File: src/sv/crt_pkg.sv
// shared widths, register indexes and types of the coefficient rejection test
package crt_pkg;

    localparam int ZW  = 16;          // coefficient width
    localparam int RW  = 24;          // random word width
    localparam int GW  = 14;          // gamma bound width
    localparam int BW  = 13;          // beta margin width
    localparam int MW  = ZW + 1;      // magnitude of a coefficient
    localparam int SW  = 19;          // signed width of the f and g terms
    localparam int PW  = RW + SW - 1; // product width
    localparam int IW  = 2;           // config index width
    localparam int CDW = 16;          // config data width

    localparam int S_TDATA_W = 56;
    localparam int M_TDATA_W = 8;

    typedef logic [IW-1:0] cfg_idx_t;

    localparam cfg_idx_t REG_GAMMA_BOUND = 2'd0;
    localparam cfg_idx_t REG_BETA_MARGIN = 2'd1;

    localparam logic [GW-1:0] GAMMA_RESET = 14'd2048;
    localparam logic [BW-1:0] BETA_RESET  = 13'd1;

    typedef struct packed {
        logic used;
        logic reject;
    } crt_verdict_t;

endpackage

File: src/sv/crt_verdict.sv
// per-coefficient verdict: window test, f and g terms, random word compare
module crt_verdict (
    input  logic signed [crt_pkg::ZW-1:0] z_coeff,
    input  logic signed [crt_pkg::ZW-1:0] v_coeff,
    input  logic        [crt_pkg::RW-1:0] random_word,
    input  logic        [crt_pkg::GW-1:0] gamma_bound,
    input  logic        [crt_pkg::BW-1:0] beta_margin,
    output crt_pkg::crt_verdict_t         verdict
);

    localparam int MW = crt_pkg::MW;
    localparam int SW = crt_pkg::SW;
    localparam int PW = crt_pkg::PW;
    localparam int RW = crt_pkg::RW;

    logic signed [MW-1:0] zx, vx;
    logic        [MW-1:0] val, bm, beta_x, mx_vb, mx_vbeta, diff;
    logic        [MW:0]   sum_vb;
    logic signed [SW-1:0] gs, bs, lim;
    logic signed [SW-1:0] lo_f, lo_g, t1, t2, t1c, t2c, hi_f, tg, hi_g;
    logic signed [SW-1:0] f, g, f_neg_v, g_neg_v;
    logic        [SW-2:0] f_mag, g_mag;
    logic        [PW-1:0] lhs, rhs;
    logic                 fast, outright, below, f_neg, g_neg, lhs_neg, slow_rej;

    always_comb begin
        zx  = {z_coeff[crt_pkg::ZW-1], z_coeff};
        vx  = {v_coeff[crt_pkg::ZW-1], v_coeff};
        // -32768 lands on 32768 as unsigned
        val = zx[MW-1] ? MW'(-zx) : MW'(zx);
        bm  = vx[MW-1] ? MW'(-vx) : MW'(vx);

        gs     = $signed({{(SW-crt_pkg::GW){1'b0}}, gamma_bound});
        bs     = $signed({{(SW-crt_pkg::BW){1'b0}}, beta_margin});
        beta_x = {{(MW-crt_pkg::BW){1'b0}}, beta_margin};

        lim      = gs - bs;
        below    = val < beta_x;
        fast     = !below && ($signed({2'b00, val}) < lim);
        outright = val >= {{(MW-crt_pkg::GW){1'b0}}, gamma_bound};

        mx_vb    = (val > bm) ? val : bm;
        mx_vbeta = (val > beta_x) ? val : beta_x;

        // case val below beta
        lo_f = (gs - $signed({2'b00, mx_vb})) <<< 1;
        lo_g = (gs - bs) <<< 1;

        // case val at or above beta
        diff   = (val >= bm) ? val - bm : bm - val;
        sum_vb = {1'b0, val} + {1'b0, bm};
        t1     = gs - $signed({2'b00, diff});
        t2     = gs - $signed({1'b0, sum_vb});
        t1c    = t1[SW-1] ? '0 : t1;
        t2c    = t2[SW-1] ? '0 : t2;
        hi_f   = t1c + t2c;
        tg     = gs - $signed({2'b00, mx_vbeta});
        hi_g   = tg[SW-1] ? '0 : (tg <<< 1);

        f = below ? lo_f : hi_f;
        g = below ? lo_g : hi_g;

        // negative terms wrap modulo 2^64: compare sign then magnitude
        f_neg   = f[SW-1];
        g_neg   = g[SW-1];
        f_neg_v = -f;
        g_neg_v = -g;
        f_mag   = f_neg ? f_neg_v[SW-2:0] : f[SW-2:0];
        g_mag   = g_neg ? g_neg_v[SW-2:0] : g[SW-2:0];

        lhs     = PW'(random_word) * PW'(f_mag);
        rhs     = {g_mag, {RW{1'b0}}};
        lhs_neg = f_neg && (random_word != '0);

        case ({lhs_neg, g_neg})
            2'b00:   slow_rej = lhs > rhs;
            2'b10:   slow_rej = 1'b1;
            2'b01:   slow_rej = 1'b0;
            2'b11:   slow_rej = lhs < rhs;
            default: slow_rej = 1'b0;
        endcase

        verdict.used   = !fast && !outright;
        verdict.reject = outright || (!fast && slow_rej);
    end

endmodule

File: src/sv/coeff_rejection_test_top.sv
// top level of the per-coefficient rejection test with stream ports and config channel
// an input transfer goes through the input register and the result register to m_tdata
// throughput: one coefficient per cycle while m_tready does not stall, limited by the
// single 24x18 multiply and compare between the input and result registers
// reset: aresetn synchronous active low, clears both stage valids and the running
// reject flag and loads gamma bound 2048 and beta margin 1
module coeff_rejection_test_top (
    input  logic                           aclk,
    input  logic                           aresetn,
    // config write channel
    input  logic                           cfg_valid,
    output logic                           cfg_ready,
    input  logic [crt_pkg::IW-1:0]         cfg_index,
    input  logic [crt_pkg::CDW-1:0]        cfg_data,
    // input stream
    input  logic                           s_tvalid,
    output logic                           s_tready,
    // z_coeff[15:0], v_coeff[31:16], random_word[55:32]
    input  logic [crt_pkg::S_TDATA_W-1:0]  s_tdata,
    // first_of_poly[0]
    input  logic                           s_tuser,
    // result stream
    output logic                           m_tvalid,
    input  logic                           m_tready,
    // random_used[0], coeff_reject[1], reject_so_far[2], zero pad [7:3]
    output logic [crt_pkg::M_TDATA_W-1:0]  m_tdata
);

    // configuration registers
    logic [crt_pkg::GW-1:0] gamma_reg;
    logic [crt_pkg::BW-1:0] beta_reg;

    // input stage
    logic                          in_valid_reg;
    logic signed [crt_pkg::ZW-1:0] z_reg, v_reg;
    logic [crt_pkg::RW-1:0]        rnd_reg;
    logic                          first_reg;

    // result stage
    logic       out_valid_reg;
    logic       used_reg, rej_reg, so_far_reg;
    logic       accum_reg, accum_next;

    crt_pkg::crt_verdict_t verdict;
    logic       out_adv, in_take;

    assign cfg_ready = 1'b1;

    // result stage can load when empty or when its transfer completes
    assign out_adv  = !out_valid_reg || m_tready;
    assign s_tready = !in_valid_reg || out_adv;
    assign in_take  = s_tvalid && s_tready;

    crt_verdict u_verdict (
        .z_coeff     (z_reg),
        .v_coeff     (v_reg),
        .random_word (rnd_reg),
        .gamma_bound (gamma_reg),
        .beta_margin (beta_reg),
        .verdict     (verdict)
    );

    // running flag restarts on the first coefficient of a polynomial
    assign accum_next = (first_reg ? 1'b0 : accum_reg) | verdict.reject;

    always_ff @(posedge aclk) begin
        if (!aresetn) begin
            gamma_reg <= crt_pkg::GAMMA_RESET;
            beta_reg  <= crt_pkg::BETA_RESET;
        end else if (cfg_valid && cfg_ready) begin
            case (cfg_index)
                crt_pkg::REG_GAMMA_BOUND: gamma_reg <= cfg_data[crt_pkg::GW-1:0];
                crt_pkg::REG_BETA_MARGIN: beta_reg  <= cfg_data[crt_pkg::BW-1:0];
                default: ;  // unknown index, write dropped
            endcase
        end
    end

    // input register
    always_ff @(posedge aclk) begin
        if (!aresetn) begin
            in_valid_reg <= 1'b0;
        end else if (s_tready) begin
            in_valid_reg <= s_tvalid;
        end
    end

    always_ff @(posedge aclk) begin
        if (in_take) begin
            z_reg     <= s_tdata[15:0];
            v_reg     <= s_tdata[31:16];
            rnd_reg   <= s_tdata[55:32];
            first_reg <= s_tuser;
        end
    end

    // result register and running reject flag
    always_ff @(posedge aclk) begin
        if (!aresetn) begin
            out_valid_reg <= 1'b0;
            accum_reg     <= 1'b0;
        end else if (out_adv) begin
            out_valid_reg <= in_valid_reg;
            if (in_valid_reg) begin
                accum_reg <= accum_next;
            end
        end
    end

    always_ff @(posedge aclk) begin
        if (out_adv && in_valid_reg) begin
            used_reg   <= verdict.used;
            rej_reg    <= verdict.reject;
            so_far_reg <= accum_next;
        end
    end

    assign m_tvalid = out_valid_reg;
    assign m_tdata  = {5'b00000, so_far_reg, rej_reg, used_reg};

endmodule

File: config.mk
export PLATFORM = sky130hd
export DESIGN_NAME = coeff_rejection_test_top
export DESIGN_NICKNAME = d
export VERILOG_FILES = /design/src/sv/crt_pkg.sv /design/src/sv/crt_verdict.sv /design/src/sv/coeff_rejection_test_top.sv
export SDC_FILE = /design/constraint.sdc
export NUM_CORES = 1
export LEC_CHECK = 0
export ABC_CLOCK_PERIOD_IN_PS = 29300
export BUFFER_PORTS_ARGS = -buffer_cell sky130_fd_sc_hd__buf_2
export CORE_ASPECT_RATIO = 0.5
export CORE_UTILIZATION = 35
export CTS_CLUSTER_SIZE = 28
export DETAILED_ROUTE_END_ITERATION = 10
export PLACE_DENSITY_LB_ADDON = 0.1
export REMOVE_ABC_BUFFERS = 1
export SYNTH_ARGS = -nofsm -noshare
export SYNTH_HDL_FRONTEND = slang
export SYNTH_HIERARCHICAL = 1
export SYNTH_SLANG_ARGS = --single-unit
export TNS_END_PERCENT = 100
File: constraint.sdc
create_clock -name aclk -period 29.3 [get_ports aclk]
set_input_delay 4.395 -clock aclk [delete_from_list [all_inputs] [get_ports aclk]]
set_output_delay 4.395 -clock aclk [all_outputs]
set_load 0.1 [all_outputs]
==> impl_metrics.tcl, run 1 <==
set metrics [dict create \
    fillers 8087 \
    drt_iter0_markers 1083 \
    async_flop_share_pct 0 \
    die-area_sq_um 79700 \
    antenna_found_initial 0 \
    cts.path.max_buffers 2 \
    routed_wl_um 82900 \
    critPathArrivalTime_ps 20870 \
    grt_pass1_wl_um 133000 \
    status "complete, no violations" \
    io_buffers 82 \
    area_delta_synth_final_pct 7.58 \
    setup_tns_ps 0 \
    hold_violations 0 \
    synthDistinctLibCells 86 \
    rsz0062_at_grt "no" \
    route.detailed.drc 0 \
    path_common_cell "fa_1" \
    setup_viol 0 \
    tritoncts "built" \
    avgSynthCellArea_sq_um 8.23 \
    seq_area_frac_synth_pct 8.74 \
    cts_sinks 90 \
    crit_type "register to register" \
    period_share_pct 70.3 \
    postCtsResizedCells 0 \
    critical_path.top_delay_family "compound AO/OA/AOI/OAI gates" \
    clkTransAtPathRegs_ps 70 \
    final_nets 4121 \
    relSlewSlack_pct 27.7 \
    largest_reg_flops 24 \
    grt_usage_pct 21.4 \
    overflow 0 \
    place_congestion 0.875 \
    layout_min_cycle_time_ps 20590 \
    drv_cap 0 \
    grt_max_degree 58 \
    die_h_um 200 \
    crit_path_start_kind "register" \
    worst_path_max_delay_cell "a2111oi_0" \
    initial_core_util_pct 35.5 \
    yosysMostFrequentCell "inv_1" \
    max_freq_ghz 0.0486 \
    dp_hpwl_um 66200 \
    required_ps 29580 \
    insertion_delay_ps 390 \
    synth_enable_flop_cells 60 \
    cpPeakStageDelay_ps 800 \
    post-cts-setup-buffer-count 0 \
    synth_area_leaders "fa_1 27%, ha_1 14%, inv_1 7.6%, edfxtp_1 6.6%, nand2_1 6.1%" \
    ant_nets 0 \
    synth.top_cells.by_count "557 x inv_1, 447 x nand2_1, 372 x fa_1" \
    maxSlewViolCount 0 \
    yosysWarnings 6 \
    die_width_um 398 \
    ys.flop_type "edfxtp_1" \
    yosys.area.top_type_share_pct 27.1 \
    htreeDepth 3 \
    first_pass_iters 5 \
    ctsHoldBuffers 0 \
    clock_skew_ps 8.92 \
    syn_inst 3339 \
    yosysTopAreaCell "fa_1" \
    worst_pin_slew_ps 1080 \
    crit_buf_inv 6 \
    wl_per_cell_um 18.8 \
    syn-cell-area_sq_um 27500 \
    root_buffer "clkbuf_16" \
    vias 22700 \
    grt_pass1_vias 23200 \
    drt-vias-per-instance 5.17 \
    drive_above_1_share_pct 7.28 \
    cp_max_fo 26 \
    core.rowCount 72 \
    critical_path.endpoint_type "register" \
    hp-class "register to register" \
    io_pins 91 \
    core_area_sq_um 77500 \
    postSynthRegisterBits 90 \
    cts_made_buffers 9 \
]
[stage by stage]
stage / hold slack [ps] / utilization, % / cell area [sq um] / setup slack (ps) / cells
after detailed placement: 466 / 37.7 / 29200 / 8890 / 4386
final: 481 / 38.2 / 29600 / 8710 / 4404
after CTS: 481 / 38.2 / 29600 / 8810 / 4402
after global placement: 462 / 37.7 / 29200 / 8910 / 4386
after global routing: 519 / 38.2 / 29600 / 7180 / 4402
after floorplan: 443 / - / 26900 / 10730 / 3200
[layout make-up]
cell class	instances	area (sq um)	area share, %
antenna	2	5.00	0.0169
clock buffer	9	225	0.762
clock inverter	7	95.1	0.322
inverter	558	2090	7.08
multi-input combinational	2552	22500	76.2
sequential	90	2400	8.13
tap	1036	1300	4.38
timing repair buffer	150	921	3.11
[cells by family after synthesis]
kind of cell / share of synthesized area [%]
compound gates: 14.9
xor+xnor: 4.68
fa+ha+maj: 41.1
buf+inv: 9.99
flops: 8.74
mux: 2.49
other cells: 0.0546
simple gates: 18.0
[worst min-delay path: cells and delay by family, from the launching register on]
| kind | cells | cell delay [ps] |
|---|---|---|
| flip-flops | 1 | 310 |
| AND/OR/NAND/NOR | 1 | 50 |
| AO/OA/AOI/OAI | 1 | 70 |
[per-layer routing]
| metal | vias up | global-route usage (%) | share of wire (%) |
|---|---|---|---|
| met5 | - | 0 | 0 |
| met4 | 0 | 5.05 | 2.2 |
| met3 | 67 | 1.56 | 2.9 |
| met2 | 377 | 35.9 | 47 |
| met1 | 11300 | 30.0 | 48 |
| li1 | 11000 | - | - |
[placed cells by master (no fill, tap or decap), types with 60 or more instances in the layout]
master / Yosys / layout
a21oi_1: 152 / 151
inv_1: 557 / 557
buf_4: 14 / 68
fa_1: 372 / 372
nand3_1: 71 / 71
nand2_1: 447 / 447
o21ai_0: 133 / 133
ha_1: 308 / 308
nor2_1: 119 / 118
buf_2: 16 / 82
edfxtp_1: 60 / 60
xnor2_1: 94 / 84
and2_1: 141 / 140
[final timing paths]
path | from | endpoint | slack, ps | cells after the start
worst max-delay path | v_reg[3] | accum_reg | 8710 | 71
worst min-delay path | beta_reg[1] | beta_reg[1] | 480 | 2
worst max register to register | v_reg[3] | accum_reg | 8710 | 71
worst min register to register | beta_reg[1] | beta_reg[1] | 480 | 2
Power of run 1 is not shown: default switching activity piles up to over one toggle a cycle in this logic, so the estimate is an artifact.
==> run 2, diff against run 1 <==
--- a/config.mk
+++ b/config.mk
@@ -5,7 +5,7 @@
 export SDC_FILE = /design/constraint.sdc
 export NUM_CORES = 1
 export LEC_CHECK = 0
-export ABC_CLOCK_PERIOD_IN_PS = 29300
+export ABC_CLOCK_PERIOD_IN_PS = 20400
 export BUFFER_PORTS_ARGS = -buffer_cell sky130_fd_sc_hd__buf_2
 export CORE_ASPECT_RATIO = 0.5
 export CORE_UTILIZATION = 35
==> constraint.sdc (replaced) <==
create_clock -name aclk -period 20.4 [get_ports aclk]
set_input_delay 3.06 -clock aclk [delete_from_list [all_inputs] [get_ports aclk]]
set_output_delay 3.06 -clock aclk [all_outputs]
set_load 0.1 [all_outputs]
==> run 2 against run 1 <==
Compared with the run above: via count up 1.4%; clock skew rose by 3.8 ps; worst hold slack lost 2.3 ps; sequential share of layout area shrank 0.085 points; critical endpoint unchanged; count of clock-buffer cells in the layout rose by 3; first-iteration DRC count up 34%.
==> impl_metrics.tcl, run 2 (synthesized netlist as in run 1, its figures left out) <==
set metrics [dict create \
    grt_pass1_vias 23400 \
    io_buffers 82 \
    routed_wl_um 84100 \
    mostFrequentLayoutCell "inv_1" \
    io_pins 91 \
    period_share_pct 94.9 \
    setup_viol 0 \
    layout_common_cells "557 x inv_1, 447 x nand2_1, 372 x fa_1" \
    die_width_um 398 \
    final_nets 4154 \
    layout_min_cycle_time_ps 19350 \
    drv_cap 0 \
    maxSlewViolCount 0 \
    die_h_um 200 \
    htreeDepth 3 \
    critPathArrivalTime_ps 19620 \
    clkTransAtPathRegs_ps 70 \
    clock_skew_ps 12.7 \
    tritoncts "built" \
    root_buffer "clkbuf_16" \
    first_pass_iters 7 \
    setup_tns_ps 0 \
    hold_violations 0 \
    grt_usage_pct 21.5 \
    r2r_start "v_reg[3]" \
    area_delta_synth_final_pct 8.71 \
    insertion_delay_ps 390 \
    critical_path.endpoint_type "register" \
    relSlewSlack_pct 12.0 \
    grt_max_degree 58 \
    vias 23100 \
    ctsHoldBuffers 0 \
    diodes 0 \
    multiInputGateArea_sq_um 22600 \
    cts_sinks 90 \
    wl_per_cell_um 19.0 \
    max_freq_ghz 0.0517 \
    core_area_sq_um 77500 \
    cts.path.max_buffers 2 \
    required_ps 20670 \
    dp_hpwl_um 68500 \
    place_congestion 0.878 \
    hp-class "register to register" \
    holdWs_ps 479 \
    worst_path_max_delay_cell "or4_4" \
    critPathLaunch "v_reg[3]" \
    drive_above_1_share_pct 8.36 \
    crit_type "register to register" \
    status "complete, no violations" \
    crit_path_start_kind "register" \
    drt-vias-per-instance 5.20 \
    ant_nets 0 \
    antenna_found_initial 0 \
    fillers 8115 \
    route.detailed.drc 0 \
    drt_iter0_markers 1451 \
    die-area_sq_um 79700 \
    largest_reg_flops 24 \
    initial_core_util_pct 35.5 \
    cts_made_buffers 9 \
    grt_pass1_wl_um 132000 \
    hold_start "beta_reg[1]" \
    cpPeakStageDelay_ps 600 \
    overflow 0 \
    core.rowCount 72 \
    regArea_sq_um 2400 \
    cp_max_fo 16 \
    worst_pin_slew_ps 1310 \
]
-- run 2: path summary, 6_finish.rpt --
| path | depth (start not counted) | endpoint | slack (ps) |
|---|---|---|---|
| max | 73 | accum_reg | 1050 |
| min reg2reg | 2 | beta_reg[1] | 480 |
| max reg2reg | 73 | accum_reg | 1050 |
| min | 2 | beta_reg[1] | 480 |
-- run 2: timing repair --
action | 4_1_cts | 5_1_grt
setup buffers | 0 | 2
endpoints found under the setup margin | 0 | 3
resized for setup | 0 | 15
-- run 2: worst max-delay path: cells and delay by family, from the launching register on --
kind	cells	cell delay, ps
adders and majority gates	11	4840
muxes	1	340
buffers and inverters	11	1390
and+or+nand+nor	18	4610
AOI/OAI and AO/OA	28	6650
DFF	1	460
xor gates and xnor gates	4	890
-- run 2: per-stage QoR --
| step | instance area [sq um] | cells | setup WS [ps] | util, % |
|---|---|---|---|---|
| after floorplan | 26900 | 3200 | 1830 | - |
| after global placement | 29400 | 4417 | 341 | 38.0 |
| after detailed placement | 29400 | 4417 | 247 | 38.0 |
| after CTS | 29800 | 4433 | 133 | 38.4 |
| after global routing | 29900 | 4435 | -22.9 | 38.6 |
| final | 29900 | 4435 | 1050 | 38.6 |
-- run 2: final cells by class --
type	count	share of cell area [%]
Clock buffer	12	0.934
Clock inverter	4	0.126
Inverter	558	7.01
Multi-Input combinational cell	2552	75.6
Sequential cell	90	8.04
Tap cell	1036	4.34
Timing Repair Buffer	183	3.95
-- run 2: layer usage --
metal	track usage, %	up-vias	share of wire [%]
met2	35.0	453	46
met5	0	-	0
met4	6.28	0	2.8
met1	29.8	11400	47
met3	2.43	88	3.9
li1	-	11100	-
Power of run 2 is left out for the same reason.
